File: config.mk
export PLATFORM = sky130hd
export DESIGN_NAME = hvtrc_ramp
export DESIGN_NICKNAME = d
export VERILOG_FILES = /design/src/hdl/hvtrc_pkg.sv /design/src/hdl/hvtrc_ramp.sv
export SDC_FILE = /design/constraint.sdc
export NUM_CORES = 1
export LEC_CHECK = 0
export BUFFER_PORTS_ARGS = -buffer_cell sky130_fd_sc_hd__clkbuf_2
export CAP_MARGIN = 10
export CELL_PAD_IN_SITES_DETAIL_PLACEMENT = 1
export CELL_PAD_IN_SITES_GLOBAL_PLACEMENT = 2
export CORE_MARGIN = 3
export CORE_UTILIZATION = 39
export DETAILED_ROUTE_END_ITERATION = 10
export PLACE_DENSITY = 0.91
export SYNTH_ARGS = -nofsm -noshare
export SYNTH_HDL_FRONTEND = slang
export SYNTH_SLANG_ARGS = --single-unit
export TNS_END_PERCENT = 10
File: constraint.sdc
create_clock -name clk -period 9.1 [get_ports clk]
set_input_delay 0.455 -clock clk [delete_from_list [all_inputs] [get_ports clk]]
set_output_delay 0.455 -clock clk [all_outputs]
set_load 0.02 [all_outputs]
File: src/hdl/hvtrc_pkg.sv
// shared constants, types and helpers for the high-voltage triangle ramp checker
package hvtrc_pkg;

  localparam int LEVEL_BITS      = 12;
  localparam int VOLT_BITS       = 11;
  localparam int MV_BITS         = 21;
  localparam int RD_BITS         = 12;
  localparam int CFG_IDX_BITS    = 2;

  localparam int FULL_VOLT       = 2047;
  localparam int MV_PER_VOLT     = 1000;
  localparam int LEVELS_PER_VOLT = 2;
  localparam int MV_PER_LEVEL    = MV_PER_VOLT / LEVELS_PER_VOLT;
  localparam int PASS_LIMIT      = 4;

  localparam int IN_DATA_BITS    = 16;
  localparam int OUT_DATA_BITS   = 64;

  typedef enum logic [CFG_IDX_BITS-1:0] {
    REG_MIN_VOLT  = 2'd0,
    REG_MAX_VOLT  = 2'd1,
    REG_STEP_VOLT = 2'd2
  } cfg_reg_t;

  typedef enum logic {
    CMD_START  = 1'b0,
    CMD_SAMPLE = 1'b1
  } cmd_t;

  typedef logic [LEVEL_BITS-1:0] level_t;
  typedef logic [VOLT_BITS-1:0]  volt_t;
  typedef logic [MV_BITS-1:0]    mv_t;

  typedef struct packed {
    volt_t min_volt;
    volt_t max_volt;
    volt_t step_volt;
  } cfg_t;

  typedef struct packed {
    logic   pass_flag;
    logic   finished;
    mv_t    worst_read_mv;
    mv_t    worst_set_mv;
    logic   hv_enable;
    level_t dac_level;
  } result_t;

  typedef struct packed {
    level_t set_level;
    level_t low_level;
    level_t high_level;
    logic   ramp_done;
    logic   enable_on;
  } ramp_status_t;

  // volts to half-volt levels
  function automatic level_t volt_to_level(input volt_t v);
    level_t l;
    l = {v, 1'b0};
    return l;
  endfunction

  // half-volt levels to millivolts
  function automatic mv_t level_to_mv(input level_t l);
    mv_t m;
    m = MV_BITS'(l) * MV_BITS'(MV_PER_LEVEL);
    return m;
  endfunction

endpackage

File: src/hdl/hvtrc_ramp.sv
// ramp state, worst-error tracking and next-result logic
module hvtrc_ramp import hvtrc_pkg::*; (
  input  logic          clk,
  input  logic          rst,
  input  cfg_t          cfg,
  input  logic          advance,
  input  logic          cmd,
  input  level_t        rd,
  output result_t       result_next,
  output ramp_status_t  status
);

  level_t set_level, low_level, high_level, worst_error;
  logic   going_down, ramp_done, enable_on;
  mv_t    worst_set_mv, worst_read_mv;

  level_t set_level_next, low_level_next, high_level_next, worst_error_next;
  logic   going_down_next, ramp_done_next, enable_on_next;
  mv_t    worst_set_mv_next, worst_read_mv_next;

  volt_t  lo_volt, hi_volt, step_eff;
  level_t step_lvl, err;

  always_comb begin
    set_level_next     = set_level;
    low_level_next     = low_level;
    high_level_next    = high_level;
    worst_error_next   = worst_error;
    going_down_next    = going_down;
    ramp_done_next     = ramp_done;
    enable_on_next     = enable_on;
    worst_set_mv_next  = worst_set_mv;
    worst_read_mv_next = worst_read_mv;

    // bad bounds fall back to the full range
    if (cfg.min_volt > cfg.max_volt) begin
      lo_volt = '0;
      hi_volt = VOLT_BITS'(FULL_VOLT);
    end else begin
      lo_volt = cfg.min_volt;
      hi_volt = cfg.max_volt;
    end
    step_eff = (cfg.step_volt == '0) ? VOLT_BITS'(1) : cfg.step_volt;
    step_lvl = volt_to_level(step_eff);
    err      = (rd > set_level) ? rd - set_level : set_level - rd;

    if (cmd_t'(cmd) == CMD_START) begin
      low_level_next     = volt_to_level(lo_volt);
      high_level_next    = volt_to_level(hi_volt);
      set_level_next     = volt_to_level(lo_volt);
      going_down_next    = 1'b0;
      ramp_done_next     = 1'b0;
      enable_on_next     = 1'b1;
      worst_error_next   = '0;
      worst_set_mv_next  = '0;
      worst_read_mv_next = '0;
    end else if (!ramp_done) begin
      if (err > worst_error) begin
        worst_error_next   = err;
        worst_set_mv_next  = level_to_mv(set_level);
        worst_read_mv_next = level_to_mv(rd);
      end
      if (set_level >= high_level) going_down_next = 1'b1;
      if (going_down_next && set_level <= low_level) begin
        ramp_done_next = 1'b1;
        enable_on_next = 1'b0;
      end
      if (!going_down_next) begin
        if (set_level > high_level || (high_level - set_level) < step_lvl)
          set_level_next = high_level;
        else
          set_level_next = set_level + step_lvl;
      end else begin
        if (set_level < low_level || (set_level - low_level) < step_lvl)
          set_level_next = low_level;
        else
          set_level_next = set_level - step_lvl;
      end
    end

    result_next.dac_level     = set_level_next;
    result_next.hv_enable     = enable_on_next;
    result_next.worst_set_mv  = worst_set_mv_next;
    result_next.worst_read_mv = worst_read_mv_next;
    result_next.finished      = ramp_done_next;
    result_next.pass_flag     = (worst_error_next <= LEVEL_BITS'(PASS_LIMIT));
  end

  always_ff @(posedge clk) begin
    if (rst) begin
      set_level     <= '0;
      low_level     <= '0;
      high_level    <= '0;
      going_down    <= 1'b0;
      ramp_done     <= 1'b1;
      enable_on     <= 1'b0;
      worst_error   <= '0;
      worst_set_mv  <= '0;
      worst_read_mv <= '0;
    end else if (advance) begin
      set_level     <= set_level_next;
      low_level     <= low_level_next;
      high_level    <= high_level_next;
      going_down    <= going_down_next;
      ramp_done     <= ramp_done_next;
      enable_on     <= enable_on_next;
      worst_error   <= worst_error_next;
      worst_set_mv  <= worst_set_mv_next;
      worst_read_mv <= worst_read_mv_next;
    end
  end

  assign status.set_level  = set_level;
  assign status.low_level  = low_level;
  assign status.high_level = high_level;
  assign status.ramp_done  = ramp_done;
  assign status.enable_on  = enable_on;

endmodule

==> impl_metrics.json, run 1 <==
{
  "top_layer": "met4",
  "core_area_sq_um": 30900,
  "drt_iter0_drc": 568,
  "synth_common_cells": "ha_1, inv_1, nand2_1",
  "slew_viol_final": 0,
  "grt_pass1_vias": 12500,
  "die-area_sq_um": 33800,
  "skew_ns": 0.0179,
  "grt_pass1_wl_um": 70500,
  "syn_area_sq_um": 12300,
  "synth_fa_ha_area_share_pct": 33.3,
  "async_reset_ff_share_pct": 0,
  "grt_max_degree": 68,
  "wl_per_cell_um": 22.1,
  "postCtsSetupRepairBufs": 0,
  "cts.sinks": 91,
  "rsz0062_at_grt": "false",
  "synth_seq_cells": 91,
  "synth.top_cell.area_share_pct": 20.0,
  "hold_path_depth": 3,
  "critPathKind": "flip-flop to output port",
  "drc": 0,
  "fin_tns_setup_ns": 0,
  "status": "finished clean",
  "final_util_pct": 44.3,
  "vias": 11700,
  "clock_path_buffers": 2,
  "max_freq_mhz": 141,
  "layout_setup_ws_ns": 2.01,
  "synth_mux_area_share_pct": 2.79,
  "fp.dieW_um": 184,
  "min_to": "high_level[11]$_SDFFE_PP0P_",
  "tritoncts": "done",
  "syn_area_per_cell_sq_um": 8.20,
  "synth_edf_count": 0,
  "place_ws_ns": 2.47,
  "irDropWorstVdd_mv": 0.0956,
  "postRouteAntennaNets": 0,
  "r2r_end": "worst_set_mv[14]$_SDFFE_PP0P_",
  "finalCritPeriodShare_pct": 77.9,
  "port_buffers": 141,
  "cts_max_level": 3,
  "synth-xor-area-share_pct": 4.68,
  "initial_utilization_pct": 39.9,
  "cts_root_buf": "clkbuf_16",
  "yosysTopAreaCell": "ha_1",
  "cp.arrival_ns": 6.64,
  "ys_warn_count": 0,
  "tightest_slew_ns": 1.06,
  "rows": 64,
  "cp_data_required_time_ns": 8.65,
  "grt_overflow": 0,
  "insertion_delay_ns": 0.37,
  "critPathLaunchType": "flip-flop",
  "relSlewSlack_pct": 27.5,
  "final_cell_area_sq_um": 13700,
  "clk_pin_slew_worst_paths_ns": 0.08,
  "critPathMaxFanout": 16,
  "numCtsBuffers": 9,
  "cts_resized": 0,
  "diodes": 0,
  "dr_wl_met2_um": 21200,
  "reg2reg_depth": 19,
  "synth_compound_area_share_pct": 21.4,
  "finalHoldViolCount": 0,
  "routed-wl-met3_um": 1880,
  "drive_gt1_share_pct": 12.6,
  "ys.flop_type": "dfxtp_1",
  "final_nets": 1930,
  "rr_startpoint": "set_level[1]$_SDFFE_PP0P_",
  "synth_area_leaders": "ha_1, dfxtp_1, fa_1",
  "wl_met1_um": 19900,
  "drt_wl_total_um": 44400,
  "finalCriticalPeriod_ns": 7.09,
  "finalSetupViolCount": 0,
  "area_growth_pct": 10.8,
  "synth-seq-area-share_pct": 14.8,
  "min-delay-start": "cfg[21]",
  "syn_inst": 1505,
  "dr.pass1.iters": 5,
  "dp_hpwl_um": 34800,
  "yosysUniqueCellTypes": 80,
  "antenna_found_initial": 0,
  "critPathCaptureType": "output port",
  "die_y_um": 184,
  "post_dp_cell_area_sq_um": 13400,
  "hold_path.class": "primary input to flip-flop",
  "reg2reg_slack_ns": 2.89,
  "ioPinCount": 144,
  "yosys.area_share.simple_pct": 16.1,
  "via_per_inst": 5.82,
  "place_congestion": 0.893,
  "power_per_cell_area_nw_per_um2": 194,
  "synth_most_common_cell": "ha_1",
  "drv_cap": 0,
  "leakage_nw": 6.49,
  "ctsHoldBuffers": 0,
  "track_usage_pct": 26.4,
  "synth_top_family_by_area": "adder cells"
}
## cell families after synthesis
group	count (synthesis)
AND/OR/NAND/NOR	416
AO/OA/AOI/OAI	398
adder cells (fa/ha/maj)	279
buffers and inverters	220
flip-flops	91
XOR/XNOR	66
multiplexers	34
other	1
## report_power, final
part	internal (W)	switching (W)	total, W	leakage (nW)
Combinational	0.000713	0.00109	0.00180	5.61
Sequential	0.000419	0.0000352	0.000455	0.740
Clock	0.000194	0.000205	0.000399	0.142
Total	0.00133	0.00133	0.00266	6.49
## routing by layer
metal	track usage, %	vias to the layer above
li1	-	5500
met5	0	-
met3	2.93	64
met4	7.80	0
met1	34.7	5769
met2	45.6	325
## area by class of cell
| class | instances | area [sq um] |
|---|---|---|
| flip-flops and latches | 91 | 1820 |
| multi-input cells | 1195 | 9680 |
| fillers | 3772 | 17200 |
| inverters | 145 | 544 |
| well taps | 396 | 495 |
| clock inverters | 7 | 70.1 |
| repair buffers | 160 | 848 |
| clock buffers | 9 | 225 |
## state kept, by name, indices dropped and copies added (netlist names)
register,flops
worst_error,12
high_level,11
ramp_done,1
low_level,11
going_down,1
worst_read_mv,21
set_level,12
enable_on,1
worst_set_mv,21
## how the worst max path moves through the flow
stage	start	endpoint	slack, ns	cells past startpoint
global placement	set_level[1]$_SDFFE_PP0P_	result_next[2]	2.62	23
finish	set_level[1]$_SDFFE_PP0P_	result_next[2]	2.01	23
detailed placement	set_level[1]$_SDFFE_PP0P_	result_next[2]	2.47	23
CTS	set_level[1]$_SDFFE_PP0P_	result_next[2]	2.07	23
global route	set_level[1]$_SDFFE_PP0P_	result_next[2]	1.61	23
floorplan	set_level[11]$_SDFFE_PP0P_	result_next[28]	3.64	18
## through the flow
stage / hold slack (ns) / std cells / total power, W
after floorplan: 0.421 / 1506 / 0.00175
after global placement: 0.434 / 1987 / 0.00219
after detailed placement: 0.440 / 1987 / 0.00224
after CTS: 0.342 / 2003 / 0.00266
after global routing: 0.360 / 2003 / 0.00289
final: 0.353 / 2003 / 0.00266
## critical path, stage by stage, from the launching register on
cell	delay, ns
dfxtp_1	0.85
inv_1	0.40
ha_1	0.40
nor2b_1	0.13
o21ai_0	0.25
a21boi_0	0.16
o21ai_0	0.28
a21boi_0	0.18
o21ai_0	0.25
a21oi_1	0.15
o41ai_1	0.39
xnor2_1	0.17
ha_1	0.33
nand3_1	0.13
nor4_1	0.27
o21ai_0	0.15
o311ai_2	0.09
buf_4	0.27
inv_1	0.12
nor2_1	0.24
a211oi_1	0.14
o41ai_1	0.56
nand2_1	0.16
clkbuf_2	0.19
## placed cells by master (no fill, tap or decap), types with 19 or more instances in the layout
| master | count |
|---|---|
| nor2_1 | 110 |
| ha_1 | 197 |
| inv_1 | 144 |
| nor3_1 | 34 |
| nor2b_1 | 19 |
| xor2_1 | 20 |
| fa_1 | 82 |
| nand2_1 | 120 |
| clkbuf_2 | 141 |
| nand3_1 | 34 |
| dfxtp_1 | 91 |
| buf_4 | 19 |
| xnor2_1 | 46 |
| a21o_1 | 35 |
| o21ai_0 | 64 |
| a31oi_1 | 31 |
| mux2i_1 | 31 |
| a21oi_1 | 105 |
No activity file was read; power rests on OpenSTA's default activity.
==> run 2, diff against run 1 <==
--- a/config.mk
+++ b/config.mk
@@ -10,9 +10,9 @@
 export CELL_PAD_IN_SITES_DETAIL_PLACEMENT = 1
 export CELL_PAD_IN_SITES_GLOBAL_PLACEMENT = 2
 export CORE_MARGIN = 3
-export CORE_UTILIZATION = 39
+export CORE_UTILIZATION = 33
 export DETAILED_ROUTE_END_ITERATION = 10
-export PLACE_DENSITY = 0.91
+export PLACE_DENSITY = 0.82
 export SYNTH_ARGS = -nofsm -noshare
 export SYNTH_HDL_FRONTEND = slang
 export SYNTH_SLANG_ARGS = --single-unit
==> constraint.sdc (replaced) <==
create_clock -name clk -period 6.44 [get_ports clk]
set_input_delay 0.322 -clock clk [delete_from_list [all_inputs] [get_ports clk]]
set_output_delay 0.322 -clock clk [all_outputs]
set_load 0.02 [all_outputs]
==> run 2 against run 1 <==
Effect of this change:
- die area rose by 18%
- cell count rose by 4.2%
- non-clock buffer count rose by 13
- critical path depth fell by 5
- first-iteration DRC count rose by 11%
- count of clock-buffer cells in the layout rose by 3
- clock skew fell by 0.0056 ns
- register-to-register slack got worse by 1.9 ns
- combinational power rose by 43%
- sequential share of layout area fell by 0.15 points
- largest cell class unchanged
- cell area rose by 1.2%
- setup slack got worse by 1.7 ns
==> impl_metrics.json, run 2 (synthesis gave the netlist of run 1 again) <==
{
  "status": "finished clean",
  "cts.sinks": 91,
  "cp.arrival_ns": 5.79,
  "largestRegisters": "worst_read_mv x21, worst_set_mv x21",
  "postRouteAntennaNets": 0,
  "rr_startpoint": "set_level[8]$_SDFFE_PP0P_",
  "drive_gt1_share_pct": 13.1,
  "finalCritPeriodShare_pct": 94.9,
  "grt_overflow": 0,
  "totalPowerFinal_w": 0.00373,
  "port_buffers": 141,
  "wl_met1_um": 20400,
  "final_cell_area_sq_um": 13800,
  "clk_pin_slew_worst_paths_ns": 0.07,
  "vias": 11800,
  "final_nets": 1943,
  "ioPinCount": 144,
  "min-delay-start": "cfg[19]",
  "diodes": 0,
  "grt_max_degree": 70,
  "finalCriticalPeriod_ns": 6.11,
  "dp_hpwl_um": 36400,
  "critPathMaxFanout": 25,
  "fin_tns_setup_ns": 0,
  "area_growth_pct": 12.1,
  "cts_max_level": 3,
  "fp.dieW_um": 199,
  "place_congestion": 0.894,
  "core_area_sq_um": 36800,
  "routed-wl-met3_um": 1690,
  "dp_cells": 2072,
  "r2r_end": "worst_error[11]$_SDFFE_PP0P_",
  "skew_ns": 0.0123,
  "rsz0062_at_grt": "false",
  "die-area_sq_um": 39800,
  "rows": 70,
  "hold_path.class": "primary input to flip-flop",
  "cts_root_buf": "clkbuf_16",
  "tritoncts": "done",
  "via_per_inst": 5.65,
  "post_dp_cell_area_sq_um": 13600,
  "die_y_um": 199,
  "grt_pass1_wl_um": 71400,
  "antenna_found_initial": 0,
  "leakage_nw": 6.54,
  "critPathCaptureType": "output port",
  "dr.pass1.iters": 5,
  "slew_viol_final": 0,
  "ctsHoldBuffers": 0,
  "critPathLaunchType": "flip-flop",
  "relSlewSlack_pct": 29.0,
  "reg2reg_slack_ns": 0.98,
  "max_freq_mhz": 164,
  "track_usage_pct": 23.2,
  "critPathKind": "flip-flop to output port",
  "tightest_slew_ns": 1.06,
  "wl_per_cell_um": 21.7,
  "final_cell_mix": "ha_1, inv_1, clkbuf_2",
  "reg2reg_depth": 20,
  "hold_path_depth": 3,
  "drv_cap": 0,
  "clock_path_buffers": 2,
  "finalSetupViolCount": 0,
  "dr_wl_met2_um": 22200,
  "grt_pass1_vias": 12400,
  "drc": 0,
  "cp_data_required_time_ns": 6.12,
  "initial_utilization_pct": 33.6,
  "insertion_delay_ns": 0.37,
  "numCtsBuffers": 9,
  "drt_iter0_drc": 628,
  "finalNonFillerCells": 2088,
  "irDropWorstVdd_mv": 0.137,
  "finalHoldViolCount": 0,
  "whs_ns": 0.224,
  "min_to": "high_level[9]$_SDFFE_PP0P_",
  "top_layer": "met4",
  "final_common_cell": "ha_1",
  "drt_wl_total_um": 45400,
  "power_per_cell_area_nw_per_um2": 270
}
## run 2: layer usage
metal  GRT usage [%]  vias up
met5               0        -
met1            30.4     5930
met4            6.10        0
li1                -     5531
met2            40.8      277
met3            2.46       55
## run 2: what timing repair did
action                                 4_1_cts  5_1_grt
buffers inserted                             0        0
setup endpoints to repair                    0        1
resized for setup                            0        1
endpoints found under the hold margin        0        0
## run 2: power breakdown
part | total, W | leakage (nW) | switching (W) | internal, W
Sequential | 0.000631 | 0.740 | 0.0000385 | 0.000593
Combinational | 0.00258 | 5.67 | 0.00156 | 0.00102
Clock | 0.000523 | 0.131 | 0.000259 | 0.000263
Total | 0.00373 | 6.54 | 0.00186 | 0.00188
## run 2: worst max-delay path, stage by stage, from the launching register on
cell      delay [ns]
dfxtp_1         0.68
inv_1           0.27
ha_1            0.30
a211o_1         0.35
a21o_1          0.21
nand2_1         0.23
a221oi_1        0.17
o31ai_2         0.45
mux2i_1         0.31
a211oi_2        0.09
ha_1            0.34
nand4_1         0.14
nor2_1          0.17
a21boi_0        0.42
o41a_1          0.25
buf_4           0.31
nand2_1         0.13
a21oi_1         0.35
clkbuf_2        0.25
## run 2: layout make-up
type | instances | area [sq um]
fillers | 4523 | 22900
multi-input cells | 1195 | 9680
flip-flops and latches | 91 | 1820
repair buffers | 173 | 950
well taps | 468 | 586
inverters | 145 | 544
clock buffers | 12 | 236
clock inverters | 4 | 27.5
## run 2: worst max path at each step
stage | start | endpoint | cells past startpoint
after global routing | set_level[8]$_SDFFE_PP0P_ | result_next[30] | 18
after CTS | set_level[8]$_SDFFE_PP0P_ | result_next[56] | 19
after floorplan | set_level[11]$_SDFFE_PP0P_ | result_next[28] | 18
after detailed placement | rd[9] | result_next[56] | 20
after global placement | rd[9] | result_next[56] | 20
final | set_level[8]$_SDFFE_PP0P_ | result_next[30] | 18
## run 2: metrics by stage
stage                     setup slack, ns  utilization, %
after global routing              0.00575            37.6
after CTS                           0.389            37.6
after detailed placement            0.732            36.9
final                               0.326            37.6
after floorplan                      1.11               -
after global placement              0.908            36.9
